$ cat config.mk
export PLATFORM = sky130hd
export DESIGN_NAME = scsi_cdb_analyzer
export DESIGN_NICKNAME = d
export VERILOG_FILES = /design/src/hdl/scsi_cdb_pkg.sv /design/src/hdl/scsi_cdb_analyzer.sv /design/src/hdl/scsi_cdb_decode.sv
export SDC_FILE = /design/constraint.sdc
export NUM_CORES = 1
export LEC_CHECK = 0
export BUFFER_PORTS_ARGS = -buffer_cell sky130_fd_sc_hd__buf_2
export CORE_MARGIN = 2
export CORE_UTILIZATION = 49
export CTS_BUF_LIST = sky130_fd_sc_hd__clkbuf_16
export CTS_CLUSTER_DIAMETER = 120
export DETAILED_ROUTE_END_ITERATION = 7
export GPL_TIMING_DRIVEN = 0
export PLACE_DENSITY = 0.63
export SLEW_MARGIN = 20
export SYNTH_ARGS = -nofsm -noshare
export SYNTH_HDL_FRONTEND = slang
export SYNTH_SLANG_ARGS = --single-unit
export TNS_END_PERCENT = 30
$ cat constraint.sdc
create_clock -name clock -period 18 [get_ports clock]
set_clock_uncertainty 0.1 [all_clocks]
set_input_delay 0.9 -clock clock [delete_from_list [all_inputs] [get_ports clock]]
set_output_delay 0.9 -clock clock [all_outputs]
set_load 0.02 [all_outputs]
$ cat src/hdl/scsi_cdb_pkg.sv
`default_nettype none

package scsi_cdb_pkg;

   localparam int unsigned OPCODE_W   = 8;
   localparam int unsigned BYTE_W     = 8;
   localparam int unsigned PRIOR_W    = 31;
   localparam int unsigned CDB_LEN_W  = 5;
   localparam int unsigned XFER_W     = 48;
   localparam int unsigned DIR_W      = 2;
   localparam int unsigned COUNT_W    = 32;
   localparam int unsigned BLK_SIZE_W = 16;

   localparam int unsigned REQ_DATA_W = 80;
   localparam int unsigned RSP_DATA_W = 56;

   localparam logic [BLK_SIZE_W-1:0] BLK_SIZE_RESET = 16'd512;

   localparam logic [OPCODE_W-1:0] OP_WRITE6  = 8'h0a;
   localparam logic [OPCODE_W-1:0] OP_WRITE10 = 8'h2a;
   localparam logic [OPCODE_W-1:0] OP_WRITE12 = 8'haa;

   localparam logic [OPCODE_W-1:0] OP_TEST_UNIT_READY = 8'h00;
   localparam logic [OPCODE_W-1:0] OP_REQUEST_SENSE   = 8'h03;
   localparam logic [OPCODE_W-1:0] OP_READ6           = 8'h08;
   localparam logic [OPCODE_W-1:0] OP_INQUIRY         = 8'h12;
   localparam logic [OPCODE_W-1:0] OP_MODE_SELECT6    = 8'h15;
   localparam logic [OPCODE_W-1:0] OP_MODE_SENSE6     = 8'h1a;
   localparam logic [OPCODE_W-1:0] OP_START_STOP      = 8'h1b;
   localparam logic [OPCODE_W-1:0] OP_PREVENT_ALLOW   = 8'h1e;
   localparam logic [OPCODE_W-1:0] OP_READ_CAPACITY   = 8'h25;
   localparam logic [OPCODE_W-1:0] OP_READ10          = 8'h28;
   localparam logic [OPCODE_W-1:0] OP_VERIFY10        = 8'h2f;
   localparam logic [OPCODE_W-1:0] OP_SYNC_CACHE      = 8'h35;
   localparam logic [OPCODE_W-1:0] OP_READ_DEFECT     = 8'h37;
   localparam logic [OPCODE_W-1:0] OP_READ_SUBCHANNEL = 8'h42;
   localparam logic [OPCODE_W-1:0] OP_READ_TOC        = 8'h43;
   localparam logic [OPCODE_W-1:0] OP_READ_DISC_INFO  = 8'h51;
   localparam logic [OPCODE_W-1:0] OP_READ_TRACK_INFO = 8'h52;
   localparam logic [OPCODE_W-1:0] OP_MODE_SELECT10   = 8'h55;
   localparam logic [OPCODE_W-1:0] OP_MODE_SENSE10    = 8'h5a;
   localparam logic [OPCODE_W-1:0] OP_READ12          = 8'ha8;

   typedef enum logic [DIR_W-1:0] {
      DIR_NONE = 2'd0,
      DIR_OUT  = 2'd1,
      DIR_IN   = 2'd2
   } dir_type;

   typedef logic [CDB_LEN_W-1:0] cdb_len_type;

   // CDB length by opcode group, opcode bits 7..5
   localparam cdb_len_type GROUP_LEN [8] = '{
      5'd6, 5'd10, 5'd10, 5'd12, 5'd16, 5'd12, 5'd10, 5'd10
   };

   typedef struct packed {
      cdb_len_type         cdb_length;
      dir_type             direction;
      logic                unknown_opcode;
      logic                is_write;
      logic [COUNT_W-1:0]  block_count;
   } decode_type;

endpackage

`default_nettype wire

$ cat src/hdl/scsi_cdb_analyzer.sv
// An item accepted on req is captured in the input register, and its decode
// is loaded into the result register that drives rsp once that is free.
// Throughput: one item per cycle while rsp_tready is not held low; the
// input register, decode plus the 32x16 multiply, and the result register
// form a two-stage pipeline. Reset (synchronous, active high) empties
// both stages and sets the block size register to 512.
`default_nettype none

module scsi_cdb_analyzer (
   input  wire logic                                    clock,
   input  wire logic                                    reset,
   input  wire logic                                    csr_wr_en,
   input  wire logic [scsi_cdb_pkg::BLK_SIZE_W-1:0]     csr_wr_data,
   input  wire logic                                    req_tvalid,
   output      logic                                    req_tready,
   // opcode, cdb_byte4, cdb_byte6, cdb_byte7, cdb_byte8, cdb_byte9,
   // prior_length, zero pad
   input  wire logic [scsi_cdb_pkg::REQ_DATA_W-1:0]     req_tdata,
   output      logic                                    rsp_tvalid,
   input  wire logic                                    rsp_tready,
   // cdb_length, transfer_length, direction, unknown_opcode
   output      logic [scsi_cdb_pkg::RSP_DATA_W-1:0]     rsp_tdata
);

   logic [scsi_cdb_pkg::BLK_SIZE_W-1:0] blk_size_ff;

   logic                                 s1_valid_ff;
   logic                                 s1_valid_in;
   logic [scsi_cdb_pkg::REQ_DATA_W-1:0]  s1_data_ff;

   logic                                 rsp_valid_ff;
   logic                                 rsp_valid_in;
   logic [scsi_cdb_pkg::RSP_DATA_W-1:0]  rsp_data_ff;
   logic [scsi_cdb_pkg::RSP_DATA_W-1:0]  rsp_data_in;

   logic                                 req_accept;
   logic                                 rsp_free;
   logic                                 s2_load;

   scsi_cdb_pkg::decode_type             decode;
   logic [scsi_cdb_pkg::XFER_W-1:0]      product;
   logic [scsi_cdb_pkg::XFER_W-1:0]      xfer_len;

   always_ff @(posedge clock) begin
      if (reset) begin
         blk_size_ff <= scsi_cdb_pkg::BLK_SIZE_RESET;
      end else if (csr_wr_en) begin
         blk_size_ff <= csr_wr_data;
      end
   end

   assign rsp_free   = !rsp_valid_ff || rsp_tready;
   assign s2_load    = s1_valid_ff && rsp_free;
   assign req_tready = !s1_valid_ff || rsp_free;
   assign req_accept = req_tvalid && req_tready;

   always_comb begin
      s1_valid_in = s1_valid_ff;
      if (req_accept) begin
         s1_valid_in = 1'b1;
      end else if (rsp_free) begin
         s1_valid_in = 1'b0;
      end

      rsp_valid_in = rsp_valid_ff;
      if (s2_load) begin
         rsp_valid_in = 1'b1;
      end else if (rsp_tready) begin
         rsp_valid_in = 1'b0;
      end
   end

   always_ff @(posedge clock) begin
      if (reset) begin
         s1_valid_ff  <= 1'b0;
         rsp_valid_ff <= 1'b0;
      end else begin
         s1_valid_ff  <= s1_valid_in;
         rsp_valid_ff <= rsp_valid_in;
      end
   end

   always_ff @(posedge clock) begin
      if (req_accept) begin
         s1_data_ff <= req_tdata;
      end
      if (s2_load) begin
         rsp_data_ff <= rsp_data_in;
      end
   end

   scsi_cdb_decode u_decode (
      .opcode    (s1_data_ff[7:0]),
      .cdb_byte4 (s1_data_ff[15:8]),
      .cdb_byte6 (s1_data_ff[23:16]),
      .cdb_byte7 (s1_data_ff[31:24]),
      .cdb_byte8 (s1_data_ff[39:32]),
      .cdb_byte9 (s1_data_ff[47:40]),
      .decode    (decode)
   );

   // 32-bit count times 16-bit block size fits 48 bits exactly
   assign product = {16'd0, decode.block_count} * {32'd0, blk_size_ff};

   assign xfer_len = decode.is_write ? product : {17'd0, s1_data_ff[78:48]};

   assign rsp_data_in = {decode.unknown_opcode, decode.direction, xfer_len,
                         decode.cdb_length};

   assign rsp_tvalid = rsp_valid_ff;
   assign rsp_tdata  = rsp_data_ff;

endmodule

`default_nettype wire

$ cat src/hdl/scsi_cdb_decode.sv
`default_nettype none

module scsi_cdb_decode (
   input  wire logic [scsi_cdb_pkg::OPCODE_W-1:0] opcode,
   input  wire logic [scsi_cdb_pkg::BYTE_W-1:0]   cdb_byte4,
   input  wire logic [scsi_cdb_pkg::BYTE_W-1:0]   cdb_byte6,
   input  wire logic [scsi_cdb_pkg::BYTE_W-1:0]   cdb_byte7,
   input  wire logic [scsi_cdb_pkg::BYTE_W-1:0]   cdb_byte8,
   input  wire logic [scsi_cdb_pkg::BYTE_W-1:0]   cdb_byte9,
   output scsi_cdb_pkg::decode_type               decode
);

   always_comb begin
      decode.cdb_length     = scsi_cdb_pkg::GROUP_LEN[opcode[7:5]];
      decode.direction      = scsi_cdb_pkg::DIR_NONE;
      decode.unknown_opcode = 1'b0;
      decode.is_write       = 1'b0;
      decode.block_count    = '0;

      case (opcode)
         scsi_cdb_pkg::OP_WRITE6, scsi_cdb_pkg::OP_WRITE10,
         scsi_cdb_pkg::OP_VERIFY10, scsi_cdb_pkg::OP_WRITE12,
         scsi_cdb_pkg::OP_MODE_SELECT6, scsi_cdb_pkg::OP_MODE_SELECT10: begin
            decode.direction = scsi_cdb_pkg::DIR_OUT;
         end
         scsi_cdb_pkg::OP_REQUEST_SENSE, scsi_cdb_pkg::OP_READ6,
         scsi_cdb_pkg::OP_INQUIRY, scsi_cdb_pkg::OP_MODE_SENSE6,
         scsi_cdb_pkg::OP_MODE_SENSE10, scsi_cdb_pkg::OP_READ_CAPACITY,
         scsi_cdb_pkg::OP_READ10, scsi_cdb_pkg::OP_READ_DEFECT,
         scsi_cdb_pkg::OP_READ_SUBCHANNEL, scsi_cdb_pkg::OP_READ_TOC,
         scsi_cdb_pkg::OP_READ12, scsi_cdb_pkg::OP_READ_DISC_INFO,
         scsi_cdb_pkg::OP_READ_TRACK_INFO: begin
            decode.direction = scsi_cdb_pkg::DIR_IN;
         end
         scsi_cdb_pkg::OP_TEST_UNIT_READY, scsi_cdb_pkg::OP_START_STOP,
         scsi_cdb_pkg::OP_PREVENT_ALLOW, scsi_cdb_pkg::OP_SYNC_CACHE: begin
            decode.direction = scsi_cdb_pkg::DIR_NONE;
         end
         default: begin
            decode.unknown_opcode = 1'b1;
         end
      endcase

      // pick the block count out of the CDB; a zero six-byte count stays zero
      case (opcode)
         scsi_cdb_pkg::OP_WRITE6: begin
            decode.is_write    = 1'b1;
            decode.block_count = {24'd0, cdb_byte4};
         end
         scsi_cdb_pkg::OP_WRITE10: begin
            decode.is_write    = 1'b1;
            decode.block_count = {16'd0, cdb_byte7, cdb_byte8};
         end
         scsi_cdb_pkg::OP_WRITE12: begin
            decode.is_write    = 1'b1;
            decode.block_count = {cdb_byte6, cdb_byte7, cdb_byte8, cdb_byte9};
         end
         default: begin
            decode.is_write    = 1'b0;
         end
      endcase
   end

endmodule

`default_nettype wire

==> results.cfg, run 1 <==
[logic_synthesis]
synth-async-reset-ratio_pct = 0
syn_avg_cell_area_um2 = 9.38
synth.area.mux_share_pct = 1.14
synth_top_family_by_area = adder cells
yosys_register_bits = 152
synth_simple_gate_area_share_pct = 15.5
synth-xor-area-share_pct = 1.66
synth_top_flop_cell = edfxtp_1
synth_compound_area_share_pct = 6.34
synth_seq_area_share_pct = 19.8
netlist_area_um2 = 22100
synth_adder_area_share_pct = 44.8
ys_types = 61
synth_nets = 2999
synth_edf_count = 134
synthCells = 2357
yosys_warnings = 0

[global_routing]
grt.total_usage_pct = 30.4
grt-ovfl-total = 0
grt_first_pass_wirelength_mm = 106
grt_pass1_vias = 18202
grt_max_degree = 49
antenna_found_initial = 5

[sta]
fin_crit_ns = 9.68
finalMaxSlewViolations = 0
clock.fmax_mhz = 103
hold_violations = 0
finalSetupTns_ns = 0
relSlewSlack_pct = 24.5
rsz0062_at_grt = no
setup_viol = 0
finalCritPeriodShare_pct = 53.8
worst_pin_slew_ns = 1.12

[placement]
dpl-instance-area_um2 = 23700
hpwl_mm = 56.8
place_congestion = 0.941
port_buffers = 154

[final_layout]
layout_commonest_cell = inv_1
finalNetCount = 3175
final_cell_mix = inv_1, nand2_1, fa_1
area_delta_synth_final_pct = 9.90
drive_gt1_share_pct = 8.80
final_area_um2 = 24300

[drt]
drc = 0
firstDrtPassIters = 5
ant_nets = 0
drt_iter0_markers = 1506
via_count = 17130
wl_per_cell_um = 21.6
detail_route.vias_per_cell = 5.45
wl_mm = 67.9

[clock_network]
htree_levels = 4
path_clk_slew_ns = 0.07
post_cts_buffers = 0
cts_root_buf = clkbuf_16
ctsHoldBuffers = 0
clock-sinks = 152
worstSkewPairLatency_ns = 0.45
cts_buffers = 17
cts_tree = yes
cts_resized = 0
cts.path.max_buffers = 2

[min_path]
hp-class = reg2reg

[power]
power.density_nw_per_um2 = 36.3
p_leak_nw = 11.4
ir_drop_uv = 51.6
power_mw = 0.882

[job]
maxCapViolCount = 0

[critical_path]
timing.critical_path.buf_inv = 10
path_common_cell = fa_1
required_ns = 18.07
crit_path_end_kind = flip-flop
cp.arrival_ns = 9.74
slowest_delay_ns = 0.72
crit_path_max_fanout = 10
start_kind = flip-flop
critPathSlowestCell = a211oi_1
crit_family = adder cells
critPathKind = reg2reg

[die]
die_w_um = 216
rows = 77
dieArea_um2 = 46900
core_um2 = 44400
ios = 159
start_util_pct = 49.8
die_y_um = 216

[run_status]
status = finished, final reports clean
[synthesized netlist by cell type, types with 2 or more instances]
cell	instances	area share [%]
nand3_1	13	0.29
o21a_1	7	0.24
o21bai_1	12	0.41
a21boi_0	4	0.14
o211ai_1	2	0.068
xor2_1	19	0.75
or2_2	2	0.057
xnor2_1	23	0.91
nor3b_1	3	0.10
fa_1	418	38
o22ai_1	3	0.085
nand3b_1	2	0.068
a2111oi_2	2	0.14
nand2_1	439	7.5
o31ai_1	4	0.14
inv_1	495	8.4
a21oi_1	63	1.4
dfxtp_1	18	1.6
and3_1	58	1.6
mux2i_1	24	1.1
o21ai_0	64	1.4
o21ai_1	7	0.16
buf_4	2	0.068
or3_1	6	0.17
nor3_1	9	0.20
o31a_1	4	0.16
and2_1	122	3.5
o41ai_1	2	0.079
nand2b_1	4	0.11
nor2b_1	7	0.20
a31oi_1	8	0.23
a21o_1	16	0.54
nand4_1	16	0.45
ha_1	123	7.0
buf_2	19	0.43
a211oi_1	4	0.14
edfxtp_1	134	18
a211o_1	2	0.079
nor4_1	5	0.14
nor2_1	56	0.95
clkbuf_1	108	1.8
a22o_1	9	0.36
[layer usage]
metal	global-route usage [%]	vias to the layer above	wire length, um
met3	4.63	127	4480
met1	41.8	8786	28300
met4	12.6	0	3070
met2	48.5	669	32100
met5	0	-	0
li1	-	7548	-
[tightest hold or removal path, cell delays in order, from the launching register on]
cell and delay, ns:
edfxtp_1 0.32, nand2_1 0.04, nand2_1 0.05
[where the power goes]
group          total (mW)  switching (mW)  leakage, nW  internal (mW)
Combinational      0.0977          0.0682         9.71         0.0295
Clock               0.362           0.176        0.277          0.185
Sequential          0.422          0.0176         1.42          0.405
[logic make-up (layout without fill, tap and decap cells)]
family                     count (synthesis)  count (layout)
xor gates and xnor gates                  42              42
and+or+nand+nor                          748             748
AOI/OAI and AO/OA                        224             224
adders and majority gates                541             541
DFF                                      152             152
buffers and inverters                    624             813
muxes                                     25              25
other                                      1               5
[metrics by stage]
stage | worst slack, ns | instances | util, % | hold slack, ns
finish | 8.32 | 3142 | 54.7 | 0.417
CTS | 8.44 | 3138 | 54.7 | 0.420
floorplan | 10.49 | 2357 | - | 0.378
global placement | 8.53 | 3103 | 53.2 | 0.396
global route | 7.85 | 3142 | 54.7 | 0.442
detailed placement | 8.48 | 3106 | 53.4 | 0.402
[final cells by class]
type	instances	area, um^2
sequential	152	4380
clock buffer	17	425
timing repair buffer	157	846
multi-input combinational	1581	15400
inverter	495	1860
buffer	129	515
tap	592	741
antenna	4	10.0
fill	4082	20100
clock inverter	15	158
[path summary, 6_finish.rpt]
kind | endpoint | start | cells after the start | slack (ns)
hold / removal | rsp_tdata[6]$_DFFE_PP_ | s1_data_ff[49]$_DFFE_PP_ | 2 | 0.42
setup reg to reg | rsp_tdata[49]$_SDFFCE_PP0P_ | s1_data_ff[6]$_DFFE_PP_ | 28 | 8.32
hold reg to reg | rsp_tdata[6]$_DFFE_PP_ | s1_data_ff[49]$_DFFE_PP_ | 2 | 0.42
setup / recovery | rsp_tdata[49]$_SDFFCE_PP0P_ | s1_data_ff[6]$_DFFE_PP_ | 28 | 8.32
[flip-flops by register name (all words and copies together) (netlist names)]
register	flops
rsp_tvalid	1
s1_valid_ff	1
s1_data_ff	79
blk_size_ff	16
rsp_tdata	55
Power figures use the tool's default switching activity.
==> run 2: changes to the inputs <==
clock period = 9.6 ns   (was 18 ns; I/O delays follow)
==> results.cfg, run 2 (synthesis gave the netlist of run 1 again) <==
[run_status]
status = finished, final reports clean

[die]
ios = 159
core_um2 = 44400
dieArea_um2 = 46900
die_y_um = 216
die_w_um = 216
start_util_pct = 49.8
rows = 77

[global_routing]
antenna_found_initial = 5
met1_usage_pct = 41.8
use_met3_pct = 4.63
grt.total_usage_pct = 30.4
grt_first_pass_wirelength_mm = 106
grt_max_degree = 49
grt-ovfl-total = 0
grt_use_met2_pct = 48.5
grt-busiest-layer = met2
grt_pass1_vias = 18202

[final_layout]
layout_commonest_cell = inv_1
finalNetCount = 3175
largest_reg_flops = 79
utilization_pct = 54.8
area_delta_synth_final_pct = 9.99
top_register = s1_data_ff
final_cell_mix = inv_1, nand2_1, fa_1
drive_gt1_share_pct = 9.19

[min_path]
min_path_cells = 1
hp-class = in2reg
hold_end = s1_data_ff[17]$_DFFE_PP_
min_from = req_tdata[17]

[critical_path]
rr_endpoint = rsp_tdata[44]$_SDFFCE_PP0P_
r2r_start = s1_data_ff[5]$_DFFE_PP_
required_ns = 9.69
rrSetupSlack_ns = 0.36
crit_path_end_kind = flip-flop
rr_worst_depth = 24
crit_path_max_fanout = 10
cp.arrival_ns = 9.32
critPathKind = reg2reg
crit_start = s1_data_ff[5]$_DFFE_PP_
start_kind = flip-flop

[clock_network]
path_clk_slew_ns = 0.08
post_cts_buffers = 0
cts_tree = yes
htree_levels = 4
cts.path.max_buffers = 2
clock-sinks = 152
worstSkewPairLatency_ns = 0.45
cts_root_buf = clkbuf_16
cts_buffers = 17
ctsHoldBuffers = 0

[sta]
finalSetupTns_ns = 0
setup_viol = 0
worst_pin_slew_ns = 1.10
fin_crit_ns = 9.24
relSlewSlack_pct = 25.8
rsz0062_at_grt = no
hold_violations = 0
finalCritPeriodShare_pct = 96.2
clock.fmax_mhz = 108
finalMaxSlewViolations = 0

[drt]
via_count = 17176
detail_route.vias_per_cell = 5.47
drc = 0
firstDrtPassIters = 6
wl_per_cell_um = 21.6
ant_nets = 0
drt_iter0_markers = 1384
wl_mm = 67.8

[placement]
port_buffers = 154
hpwl_mm = 56.8
place_congestion = 0.941

[power]
p_leak_nw = 11.4
power.density_nw_per_um2 = 68.0
ir_drop_uv = 96.7

[job]
maxCapViolCount = 0
## run 2: cell count changes in the layout (fill, tap and decap cells not counted)
cell      delta
clkbuf_1     -6
clkbuf_2     +6
a22o_1       -2
a22o_2       +2
a211oi_1     -1
a211oi_2     +1
nor3b_1      -1
nor3b_2      +1
## run 2: worst max-delay path by stage
stage	to	depth (start not counted)
after floorplan	rsp_tdata[49]$_SDFFCE_PP0P_	28
after global placement	rsp_tdata[49]$_SDFFCE_PP0P_	28
after detailed placement	rsp_tdata[49]$_SDFFCE_PP0P_	28
after CTS	rsp_tdata[49]$_SDFFCE_PP0P_	28
after global routing	rsp_tdata[51]$_SDFFCE_PP0P_	30
final	rsp_tdata[44]$_SDFFCE_PP0P_	24
## run 2: metal layers
metal	vias to the layer above	share of wire, %
met3	133	7.2
met4	0	4.6
met5	-	0
met1	8778	41
met2	710	47
li1	7555	-
## run 2: repair_timing
action / 4_1_cts / 5_1_grt
endpoints found under the setup margin: 0 / 8
resized for setup: 0 / 16
endpoints found under the hold margin: 0 / 0
## run 2: stage by stage
stage | instance area, um^2 | worst slack (ns) | hold slack, ns | instances | total power, mW
2_1_floorplan | 22100 | 2.09 | 0.378 | 2357 | 0.883
3_3_place_gp | 23600 | 0.132 | 0.396 | 3103 | 0.980
3_5_place_dp | 23700 | 0.0764 | 0.402 | 3106 | 0.984
4_1_cts | 24300 | 0.0443 | 0.0792 | 3138 | 1.66
5_1_grt | 24300 | 0.00619 | 0.0772 | 3142 | 1.71
6_report | 24300 | 0.364 | 0.0972 | 3142 | 1.65
## run 2: worst max-delay path: stages (launching register included)
cell      delay [ns]
edfxtp_1        0.41
clkbuf_1        0.40
clkbuf_1        0.71
mux2i_1         0.28
o21ai_0         0.92
buf_2           0.40
nand2_1         0.11
fa_1            0.53
inv_1           0.05
fa_1            0.55
fa_1            0.45
fa_1            0.52
fa_1            0.52
inv_1           0.05
fa_1            0.48
inv_1           0.04
ha_1            0.35
a21oi_1         0.31
o21ai_0         0.20
or2_2           0.32
a21o_1          0.23
a41oi_1         0.48
o21ai_0         0.28
xnor2_1         0.21
nor2_1          0.07
## run 2: final cells by class
type / count / area (um^2)
diodes: 4 / 10.0
plain buffers: 129 / 523
clock buffers: 17 / 425
clock inverters: 15 / 158
fillers: 4079 / 20100
inverters: 495 / 1860
multi-input cells: 1581 / 15400
flip-flops and latches: 152 / 4380
well taps: 592 / 741
repair buffers: 157 / 846
## run 2: power by group
group / switching, mW / total [mW] / leakage [nW] / internal [mW]
sequential: 0.0332 / 0.792 / 1.42 / 0.759
combinational: 0.128 / 0.183 / 9.73 / 0.0553
clock: 0.331 / 0.679 / 0.277 / 0.347
